File: config.mk
export PLATFORM = sky130hd
export DESIGN_NAME = inner_packet_deframer
export DESIGN_NICKNAME = d
export VERILOG_FILES = /design/src/design/inpd_pkg.sv /design/src/design/inpd_core.sv /design/src/design/inner_packet_deframer.sv
export SDC_FILE = /design/constraint.sdc
export NUM_CORES = 1
export LEC_CHECK = 0
export BUFFER_PORTS_ARGS = -buffer_cell sky130_fd_sc_hd__buf_2
export CAP_MARGIN = 10
export CORE_ASPECT_RATIO = 1.75
export CORE_MARGIN = 4
export CORE_UTILIZATION = 35
export CTS_CLUSTER_SIZE = 25
export DETAILED_ROUTE_END_ITERATION = 6
export PLACE_DENSITY_LB_ADDON = 0.05
export SKIP_CTS_REPAIR_TIMING = 1
export SLEW_MARGIN = 20
export SYNTH_ARGS = -nofsm -noshare
export SYNTH_HDL_FRONTEND = slang
export SYNTH_SLANG_ARGS = --single-unit
File: constraint.sdc
create_clock -name clk_i -period 11.86 [get_ports clk_i]
set_input_delay 2.372 -clock clk_i [delete_from_list [all_inputs] [get_ports clk_i]]
set_output_delay 2.372 -clock clk_i [all_outputs]
set_load 0.03 [all_outputs]
File: src/design/inpd_pkg.sv
// Package for the inner packet deframer: frame constants, status codes,
// the result struct and the per-byte CRC-8 and CRC-16/ARC update functions.
// No dependencies.
`timescale 1ns / 1ps
package inpd_pkg;

  localparam int unsigned PosW       = 17;
  localparam int unsigned HdrBytes   = 16;
  localparam logic [7:0]  Prefix     = 8'hAA;
  localparam logic [7:0]  Version    = 8'h02;
  localparam logic [7:0]  Crc8Poly   = 8'h07;
  localparam logic [15:0] Crc16Poly  = 16'hA001;
  localparam logic [PosW-1:0] PosMax = {PosW{1'b1}};
  localparam int unsigned OutDataW   = 96;

  localparam logic [2:0] ST_OK         = 3'd0;
  localparam logic [2:0] ST_TOO_SHORT  = 3'd1;
  localparam logic [2:0] ST_BAD_START  = 3'd2;
  localparam logic [2:0] ST_BAD_HDRCRC = 3'd3;
  localparam logic [2:0] ST_BAD_CRC    = 3'd4;

  localparam logic KIND_PAYLOAD = 1'b0;
  localparam logic KIND_VERDICT = 1'b1;

  typedef struct packed {
    logic        result_kind;
    logic [15:0] payload_length;
    logic [7:0]  cmd_code;
    logic [7:0]  cmd_group;
    logic [7:0]  dest_addr;
    logic [7:0]  source_addr;
    logic [31:0] seq_number;
    logic [2:0]  status;
    logic [7:0]  payload_byte;
  } inpd_result_t;

  function automatic logic [7:0] crc8_step(input logic [7:0] c, input logic [7:0] b);
    logic [7:0] r;
    r = c ^ b;
    for (int i = 0; i < 8; i++) begin
      r = r[7] ? ({r[6:0], 1'b0} ^ Crc8Poly) : {r[6:0], 1'b0};
    end
    return r;
  endfunction

  function automatic logic [15:0] crc16_step(input logic [15:0] c, input logic [7:0] b);
    logic [15:0] r;
    r = c ^ {8'h00, b};
    for (int i = 0; i < 8; i++) begin
      r = r[0] ? ({1'b0, r[15:1]} ^ Crc16Poly) : {1'b0, r[15:1]};
    end
    return r;
  endfunction

endpackage

File: src/design/inpd_core.sv
// Frame parser core: byte counter, header capture, CRC checks and verdict.
// Builds one result per accepted byte at most. Depends on inpd_pkg.
`timescale 1ns / 1ps
module inpd_core import inpd_pkg::*; (
  input  logic         clk_i,
  input  logic         rst_ni,
  input  logic         accept_i,
  input  logic [7:0]   byte_i,
  input  logic         last_i,
  output logic         res_valid_o,
  output inpd_result_t res_o
);

  logic [PosW-1:0] pos_q, pos_d;
  logic [7:0]  hcrc_q, hcrc_d;
  logic [15:0] fcrc_q, fcrc_d;
  logic [15:0] len_q, len_d;
  logic [31:0] seq_q, seq_d;
  logic [7:0]  src_q, src_d, dst_q, dst_d, grp_q, grp_d, code_q, code_d;
  logic [7:0]  tlow_q, tlow_d;
  logic        sbad_q, sbad_d, hbad_q, hbad_d, done_q, done_d, match_q, match_d;

  logic [PosW-1:0] body;
  logic            payload;
  logic [2:0]      st;

  always_comb begin
    pos_d   = pos_q;
    hcrc_d  = hcrc_q;
    fcrc_d  = fcrc_q;
    len_d   = len_q;
    seq_d   = seq_q;
    src_d   = src_q;
    dst_d   = dst_q;
    grp_d   = grp_q;
    code_d  = code_q;
    tlow_d  = tlow_q;
    sbad_d  = sbad_q;
    hbad_d  = hbad_q;
    done_d  = done_q;
    match_d = match_q;
    payload = 1'b0;
    st      = ST_OK;
    res_o   = '0;
    res_valid_o = 1'b0;

    if (pos_q == PosW'(0)) sbad_d = (byte_i != Prefix);
    if (pos_q == PosW'(1) && byte_i != Version) sbad_d = 1'b1;
    if (pos_q < PosW'(4)) hcrc_d = crc8_step(hcrc_q, byte_i);
    if (pos_q == PosW'(2)) len_d[7:0] = byte_i;
    if (pos_q == PosW'(3)) len_d[15:8] = byte_i;
    if (pos_q == PosW'(4)) hbad_d = (hcrc_q != byte_i);
    if (pos_q == PosW'(6)) seq_d[7:0] = byte_i;
    if (pos_q == PosW'(7)) seq_d[15:8] = byte_i;
    if (pos_q == PosW'(8)) seq_d[23:16] = byte_i;
    if (pos_q == PosW'(9)) seq_d[31:24] = byte_i;
    if (pos_q == PosW'(12)) src_d = byte_i;
    if (pos_q == PosW'(13)) dst_d = byte_i;
    if (pos_q == PosW'(14)) grp_d = byte_i;
    if (pos_q == PosW'(15)) code_d = byte_i;

    body = PosW'(HdrBytes) + {1'b0, len_d};
    if (pos_q < body) begin
      fcrc_d = crc16_step(fcrc_q, byte_i);
      if (pos_q >= PosW'(HdrBytes) && !sbad_d && !hbad_d) payload = 1'b1;
    end else if (pos_q == body) begin
      tlow_d = byte_i;
    end else if (pos_q == body + PosW'(1)) begin
      match_d = (fcrc_q == {byte_i, tlow_q});
      done_d  = 1'b1;
    end

    if (pos_q != PosMax) pos_d = pos_q + PosW'(1);

    if (pos_q < PosW'(HdrBytes + 1))  st = ST_TOO_SHORT;
    else if (sbad_d)                  st = ST_BAD_START;
    else if (hbad_d)                  st = ST_BAD_HDRCRC;
    else if (!done_d)                 st = ST_TOO_SHORT;
    else if (!match_d)                st = ST_BAD_CRC;
    else                              st = ST_OK;

    if (last_i) begin
      res_valid_o        = accept_i;
      res_o.result_kind  = KIND_VERDICT;
      res_o.status       = st;
      if (st == ST_OK) begin
        res_o.seq_number     = seq_d;
        res_o.source_addr    = src_d;
        res_o.dest_addr      = dst_d;
        res_o.cmd_group      = grp_d;
        res_o.cmd_code       = code_d;
        res_o.payload_length = len_d;
      end
      // return all state to reset for the next buffer
      pos_d   = '0;
      hcrc_d  = '0;
      fcrc_d  = '0;
      len_d   = '0;
      seq_d   = '0;
      src_d   = '0;
      dst_d   = '0;
      grp_d   = '0;
      code_d  = '0;
      tlow_d  = '0;
      sbad_d  = 1'b0;
      hbad_d  = 1'b0;
      done_d  = 1'b0;
      match_d = 1'b0;
    end else if (payload) begin
      res_valid_o        = accept_i;
      res_o.result_kind  = KIND_PAYLOAD;
      res_o.payload_byte = byte_i;
    end
  end

  always_ff @(posedge clk_i or negedge rst_ni) begin
    if (!rst_ni) begin
      pos_q   <= '0;
      hcrc_q  <= '0;
      fcrc_q  <= '0;
      len_q   <= '0;
      seq_q   <= '0;
      src_q   <= '0;
      dst_q   <= '0;
      grp_q   <= '0;
      code_q  <= '0;
      tlow_q  <= '0;
      sbad_q  <= 1'b0;
      hbad_q  <= 1'b0;
      done_q  <= 1'b0;
      match_q <= 1'b0;
    end else if (accept_i) begin
      pos_q   <= pos_d;
      hcrc_q  <= hcrc_d;
      fcrc_q  <= fcrc_d;
      len_q   <= len_d;
      seq_q   <= seq_d;
      src_q   <= src_d;
      dst_q   <= dst_d;
      grp_q   <= grp_d;
      code_q  <= code_d;
      tlow_q  <= tlow_d;
      sbad_q  <= sbad_d;
      hbad_q  <= hbad_d;
      done_q  <= done_d;
      match_q <= match_d;
    end
  end

endmodule

File: src/design/inner_packet_deframer.sv
// Inner packet deframer top level: stream ports, output register and skid stage.
// Each result is registered in the output stage, via the skid stage when stalled.
// Throughput: one byte per cycle, but only while the skid stage is empty.
// Reset: rst_ni (async, active low) clears parser state and both output valid flags.
// Depends on inpd_pkg and inpd_core.
`timescale 1ns / 1ps
module inner_packet_deframer import inpd_pkg::*; (
  input  logic                clk_i,
  input  logic                rst_ni,
  input  logic                s_axis_tvalid_i,
  output logic                s_axis_tready_o,
  input  logic [7:0]          s_axis_tdata_i,   // [7:0] in_byte
  input  logic                s_axis_tlast_i,   // end_of_buffer
  output logic                m_axis_tvalid_o,
  input  logic                m_axis_tready_i,
  // [7:0] payload_byte, [10:8] status, [42:11] seq_number, [50:43] source_addr,
  // [58:51] dest_addr, [66:59] cmd_group, [74:67] cmd_code,
  // [90:75] payload_length, [95:91] zero
  output logic [OutDataW-1:0] m_axis_tdata_o,
  output logic                m_axis_tuser_o    // result_kind
);

  inpd_result_t res, out_q, out_d, skid_q, skid_d;
  logic         res_vld, out_vld_q, out_vld_d, skid_vld_q, skid_vld_d;
  logic         accept, pop;

  assign s_axis_tready_o = !skid_vld_q;
  assign accept = s_axis_tvalid_i && s_axis_tready_o;
  assign pop    = out_vld_q && m_axis_tready_i;

  inpd_core u_core (
    .clk_i       (clk_i),
    .rst_ni      (rst_ni),
    .accept_i    (accept),
    .byte_i      (s_axis_tdata_i),
    .last_i      (s_axis_tlast_i),
    .res_valid_o (res_vld),
    .res_o       (res)
  );

  always_comb begin
    out_d      = out_q;
    out_vld_d  = out_vld_q;
    skid_d     = skid_q;
    skid_vld_d = skid_vld_q;
    if (!out_vld_q || pop) begin
      if (skid_vld_q) begin
        out_d      = skid_q;
        out_vld_d  = 1'b1;
        skid_d     = res;
        skid_vld_d = res_vld;
      end else begin
        out_d     = res;
        out_vld_d = res_vld;
      end
    end else if (res_vld) begin
      skid_d     = res;
      skid_vld_d = 1'b1;
    end
  end

  always_ff @(posedge clk_i or negedge rst_ni) begin
    if (!rst_ni) begin
      out_vld_q  <= 1'b0;
      skid_vld_q <= 1'b0;
    end else begin
      out_vld_q  <= out_vld_d;
      skid_vld_q <= skid_vld_d;
    end
  end

  always_ff @(posedge clk_i) begin
    out_q  <= out_d;
    skid_q <= skid_d;
  end

  assign m_axis_tvalid_o = out_vld_q;
  assign m_axis_tuser_o  = out_q.result_kind;
  assign m_axis_tdata_o  = {5'b0, out_q.payload_length, out_q.cmd_code, out_q.cmd_group,
                            out_q.dest_addr, out_q.source_addr, out_q.seq_number,
                            out_q.status, out_q.payload_byte};

endmodule

Word level (Yosys, flattened, before mapping). Index checks and enable logic that the tools add are counted.

Word-level logic and storage cells: 178. Bits in registers: 319. Bits of input ports: 13. Output and inout bits: 99.

Reductions and logical operators: 22. Bitwise gates (word level): 18. Muxes and demuxes: 76. Magnitude comparators: 4. Eq/ne operators: 21. $add $sub $neg: 3.

Operator list (number): two-way mux 92 bit (4); two-way mux 16 bit (11); two-way mux 8 bit (21); equality test 17 x 4 -> 1 bit (second input constant) (6); two-way mux 83 bit (1); two-way mux 80 bit (1); equality test 17 x 3 -> 1 bit (second input constant) (3); two-way mux 3 bit (13); adder 17 x 1 -> 17 bit (second input constant) (2); equality test 17 bit (2); equality test 17 x 2 -> 1 bit (second input constant) (2); two-way mux 17 bit (2); two-way mux 32 bit (1); NOT 2 -> 3 bit (8); NOT 3 bit (8); two-way mux 1 bit (22); adder 5 x 16 -> 17 bit (first input constant) (1); equality test 17 x 1 -> 1 bit (second input constant) (1); >= comparator 17 x 5 -> 1 bit (second input constant) (1); logical NOT 17 bit (1); < comparator 17 bit (1); < comparator 17 x 3 -> 1 bit (second input constant) (1); < comparator 17 x 5 -> 1 bit (second input constant) (1); inequality test 17 bit (second input constant) (1); 14 further kinds (29).

Depth between registers and ports, before layout.
Depth in word-level cells: 19. Gate-level depth with buffers: 28. Gate-level depth less buffers: 24.

Cells and area by module. Synthesis repeated with hierarchy kept, for this count alone.

Cell total of the unflattened synthesis: 1386. Area total of the unflattened synthesis: 17195.2 µm².

Modules (own cells, without submodules): inpd_core (instances 1, sequential area each 3328.2 µm², cells an instance 1084, area each 10309.9 µm²); inner_packet_deframer (instances 1, sequential area each 5575.3 µm², cells an instance 302, area each 6885.4 µm²).

Least setup slack after synthesis. No wires, ideal clock.

Path kind: input -> register. Start point: input port s_axis_tdata_i[5]. End point: register skid_q[0] in the netlist's numbering (enable). Setup time: 0.677 ns. Required time: 11.183 ns. Arrival: 12.976 ns. Path buffers: 4. Stages on the path: 21. Slack: -1.793 ns. Cells stage by stage: clkbuf_1 -> clkbuf_1 -> nand2_1 -> and2_1 -> inv_1 -> ha_1 -> clkbuf_1 -> nand3_1 -> mux2_4 -> nor3b_1 -> xnor2_1 -> ha_1 -> a21o_1 -> a21o_1 -> a21oi_1 -> o21ai_0 -> a21o_1 -> inv_1 -> o21ai_1 -> clkbuf_1 -> o31ai_1.

Cells in the longest elaborated chain, start to end: 12. Elaborated cells between the ends (all ways): 21. Classes of those cells: 1 x add/sub; 1 x order compare; 3 x eq/ne; 9 x mux; 7 x reduce/logical.

Ends and longest elaborated chain: start, declared (RTL line inner_packet_deframer.sv:12) `input logic [7:0] s_axis_tdata_i,`; branches (longest 7 deep; another with adder 5 x 16 -> 17 bit); two-way mux 1 bit * (RTL line inpd_core.sv:63) `if (pos_q < body) begin`; two-way mux 1 bit * (RTL line inpd_core.sv:109) `end else if (payload) begin`; two-way mux 1 bit * (RTL line inpd_core.sv:82) `if (last_i) begin`; nonzero test 2 bit (no line) *; AND reduction 2 bit (no line) *; end signal, assigned (RTL line inner_packet_deframer.sv:74) `skid_q <= skid_d;`; end, declared (RTL line inner_packet_deframer.sv:23) `inpd_result_t res, out_q, out_d, skid_q, skid_d;`.

Mark *: on every way between the ends. A chain may end at the register's enable or synchronous reset.

Final worst setup path.
Start point: input port s_axis_tdata_i[4]. End point: register out_q (netlist bit m_axis_tdata_o[42]) (data pin).

Cells in the longest elaborated chain, start to end: 16. Elaborated cells between the ends (all ways): 30. Classes of those cells: 2 x add/sub; 1 x order compare; 6 x eq/ne; 19 x mux; 2 x reduce/logical.

Ends and longest elaborated chain: two-way mux 8 bit (on tied branches) (RTL line inpd_core.sv:50, inpd_core.sv:51); adder 5 x 16 -> 17 bit (RTL line inpd_core.sv:62) `body = PosW'(HdrBytes) + {1'b0, len_d};`; adder 17 x 1 -> 17 bit (RTL line inpd_core.sv:68) `end else if (pos_q == body + PosW'(1)) begin`; equality test 17 bit (RTL line inpd_core.sv:68); two-way mux 1 bit (RTL line inpd_core.sv:68); two-way mux 1 bit (RTL line inpd_core.sv:66) `end else if (pos_q == body) begin`; two-way mux 1 bit (RTL line inpd_core.sv:63); two-way mux 3 bit (RTL line inpd_core.sv:79) `else if (!match_d) st = ST_BAD_CRC;`; two-way mux 3 bit (RTL line inpd_core.sv:78) `else if (!done_d) st = ST_TOO_SHORT;`; two-way mux 3 bit (RTL line inpd_core.sv:77) `else if (hbad_d) st = ST_BAD_HDRCRC;`; two-way mux 3 bit * (RTL line inpd_core.sv:76) `else if (sbad_d) st = ST_BAD_START;`; two-way mux 3 bit * (RTL line inpd_core.sv:75) `if (pos_q < PosW'(HdrBytes + 1)) st = ST_TOO_SHORT;`; logical NOT 3 bit * (RTL line inpd_core.sv:86) `if (st == ST_OK) begin`; two-way mux 80 bit * (RTL line inpd_core.sv:86); two-way mux 83 bit * (RTL line inpd_core.sv:82); two-way mux 92 bit * (RTL line inner_packet_deframer.sv:47) `if (skid_vld_q) begin`; end signal, assigned (RTL line inner_packet_deframer.sv:73) `out_q <= out_d;`; end, declared (RTL line inner_packet_deframer.sv:23).

Every way passes the cells marked *; elsewhere a longest branch is shown, timed or not.

==> run_results.csv <==
group,metric,value,unit
critical_path,worstPathRequired,12.11,ns
route,antenna_left,0,
finish,most_frequent_cells_in_the_layout,"nand2_1, edfxtp_1, o21ai_0",
yosys,synth-async-reset-ratio,42.3,%
clocking,cts_tree,"done",
route,dr.first_iter.drc_count,641,
pwr,clkPwrFrac,36.5,%
pwr,internal_power_consumption,2.05,mW
outcome,run_status,"finished clean",
clocking,ctsRootBufferMaster,"clkbuf_16",
route,detail_route.vias_per_cell,5.43,
global_routing,via_count_of_the_first_global_routing_pass,12281,
timing,slew_headroom,29.5,%
critical_path,critPathCaptureType,"flop",
pwr,design_power_total,2.91,mW
yosys,synth.top_cells.by_area,"edfxtp_1, dfrtp_1, o21ai_0, nand2_1, mux2i_1",
yosys,synthDominantAreaCellType,"edfxtp_1",
critical_path,worst_setup_path_startpoint,"s_axis_tdata_i[4]",
critical_path,cp_max_fo,44,
yosys,synth-compound-area-share,13.5,%
timing,max_clock_freq,132,MHz
clocking,cts_num_sinks,319,
worst_hold_path,min_path_type,"flop to flop",
yosys,synth-seq-cells,319,
critical_path,crit_path_start_kind,"input pin",
critical_path,worstSetupPathType,"input pin to flop",
critical_path,critical_path_arrival,7.80,ns
floorplanning,die_area,50800,sq um
timing,max_slew.worst_pin.slew,1.05,ns
route,num_vias,12230,
yosys,synth.yosys.warnings,0,
route,highest_layer,"met4",
timing,clock_tree_skew_after_final_layout,0.0186,ns
route,route.layer.met1.wl,19600,microns
finish,design.final.nets,1680,
global_routing,wire_length_of_the_first_global_routing_pass,76300,microns
finish,flow.area_growth_from_synthesis,13.6,%
yosys,post_synth.cell_area_avg,10.5,sq um
yosys,synthSimpleGateAreaFrac,15.7,%
yosys,synth_fa_ha_area_share,2.12,%
timing,timing.final.max_slew_violations,0,
placement,number_of_port_buffers,106,
global_routing,grt_overflow_total,0,
critical_path,rr_startpoint,"u_core.pos_q[0]$_DFFE_PN0P_",
floorplanning,die_h,295,microns
route,wire_per_inst,22.2,microns
flow_run,cap_viol_max_count,0,
global_routing,groute.usage.overall,19.5,%
clocking,insertion_delay,0.53,ns
timing,timing.final.setup_violations,0,
worst_hold_path,worstHoldStart,"u_core.seq_q[1]$_DFFE_PN0P_",
pwr,power_density,155,nW/um^2
pwr,share_comb_of_total_power,18.5,%
route,route.detailed.drc,0,
floorplanning,chipWidth,172,microns
yosys,synth_top_area_share,33.5,%
pwr,net-switching-power,0.859,mW
finish,layout_cells_sized_above_1,14.4,%
yosys,synth-edff-count,184,
placement,detailedPlacementHpwl,32400,microns
yosys,synthXorXnorAreaFrac,5.70,%
clocking,worst_setup_hold_path_clk_slew,0.06,ns
pwr,swShare,29.5,%
route,met2_wirelength,27300,microns
finish,utilization,40.1,%
finish,layout.cells.most_common,"nand2_1",
placement,globalplace.congestion,0.876,
timing,hold_viol,0,
finish,fillCellCount,4594,
yosys,combinational_family_with_the_most_area_after_synthesis,"simple AND/OR/NAND/NOR gates",
yosys,post_synth_inst_count,1576,
timing,grt_setup_unrepaired,"no",
pwr,p_leak,7.60,nW
clocking,cts.path.max_buffers,3,
route,routed-wl-met3,1430,microns
floorplanning,initial_utilization,35.3,%
yosys,yosysSeqAreaShare,53.9,%
finish,diodes,0,
route,detailedRoute.firstPassIterationCount,5,
timing,post-route-period-util,63.7,%
global_routing,largest_net_degree_at_the_start_of_global_routing,83,
floorplanning,row_count,105,
yosys,count_of_different_cell_masters_after_synthesis,65,
route,detail_route.wirelength,49900,microns
global_routing,antenna_found_initial,0,
floorplanning,fp.coreArea,46800,sq um
clocking,cts_inserted_buffers,35,
yosys,mappedNetlistArea,16500,sq um
clocking,h-tree-depth,2,
yosys,multiplexer_area_fraction_after_synthesis,5.52,%
floorplanning,io_pins,112,
pwr,part_of_the_power_in_registers,45.0,%
pwr,max_ir_drop_vdd,0.0000887,V
yosys,synth_top_flop_cell,"edfxtp_1",
timing,min_period,7.55,ns
## path summary, 6_finish.rpt
kind                                                 end  slack (ns)  depth (start not counted)
hold / removal               u_core.seq_q[1]$_DFFE_PN0P_        0.47                          2
min in group asynchronous  u_core.fcrc_q[15]$_DFFE_PN0P_        1.89                          1
max in group asynchronous    u_core.len_q[3]$_DFFE_PN0P_        8.48                          2
hold reg to reg              u_core.seq_q[1]$_DFFE_PN0P_        0.47                          2
setup / recovery            m_axis_tdata_o[42]$_DFFE_PP_        4.31                         23
setup reg to reg            m_axis_tdata_o[42]$_DFFE_PP_        4.50                         25
## cells by family after synthesis
family          Yosys count
flops                   319
compound gates          376
simple gates            534
mux                      87
other cells               1
xor+xnor                 97
fa+ha+maj                28
buf+inv                 134
## metal layers
| metal | vias to the layer above | global-route usage (%) |
|---|---|---|
| li1 | 5831 | - |
| met1 | 6079 | 22.8 |
| met5 | - | 0 |
| met2 | 240 | 36.5 |
| met3 | 80 | 2.23 |
| met4 | 0 | 6.58 |
## power groups by stage
stage	Clock, mW	Combinational [mW]	Sequential [mW]
2_1_floorplan	0	0.345	1.37
6_report	1.06	0.538	1.31
3_3_place_gp	0	0.541	1.33
3_5_place_dp	0	0.543	1.33
5_1_grt	1.14	0.591	1.32
4_1_cts	1.10	0.547	1.31
## cell usage after synthesis, types with 26 or more instances
master    count
nand2_1     228
edfxtp_1    184
o21ai_0     177
dfrtp_1     135
nor3_1       92
clkbuf_1     90
a21oi_1      69
mux2i_1      67
xnor2_1      64
nor2_1       49
a22oi_1      40
nor2b_1      34
nand3_1      30
ha_1         28
a22o_1       27
xor2_1       26
## worst max-delay path, cell delays in order
cell and delay (ns):
buf_2 0.07, buf_4 0.42, nand2_1 0.08, and2_1 0.23, inv_2 0.09, ha_4 0.21, nand3_2 0.08, mux2_4 0.35
nor3b_4 0.29, and3_1 0.23, inv_1 0.05, ha_1 0.29, nand4_1 0.15, o21ai_1 0.17, a21o_1 0.32, nand4_1 0.14
nor3b_1 0.17, and4b_1 0.21, o2111a_1 0.36, mux2i_4 0.66, buf_8 0.25, buf_4 0.40, o21ai_0 0.16
## flip-flops by register name, indices dropped and copies added, names as in the netlist, 16 cells and up
register        count
u_core.len_q       16
skid_q             92
u_core.seq_q       32
u_core.fcrc_q      16
m_axis_tdata_o     91
u_core.pos_q       17
## per-stage QoR
stage                     setup WS, ns  cells  area, sq um  hold WS, ns  TNS, ns
after floorplan                 -0.891   1580        16600        0.442   -81.95
after global placement            3.54   2188        17600        0.455        0
after detailed placement          3.64   2189        17600        0.463        0
after CTS                         4.22   2252        18700        0.477        0
after global routing              3.82   2253        18800        0.495        0
final                             4.31   2253        18800        0.470        0
## cell type report
cell class | instances | area, sq um | share of cell area (%)
sequential | 319 | 8900 | 47.5
multi-input combinational | 1127 | 7160 | 38.2
clock buffer | 51 | 1020 | 5.42
timing repair buffer | 136 | 786 | 4.19
tap | 588 | 736 | 3.92
inverter | 20 | 77.6 | 0.414
clock inverter | 12 | 76.3 | 0.407
Note: power is estimated with default switching activity, not from simulation.
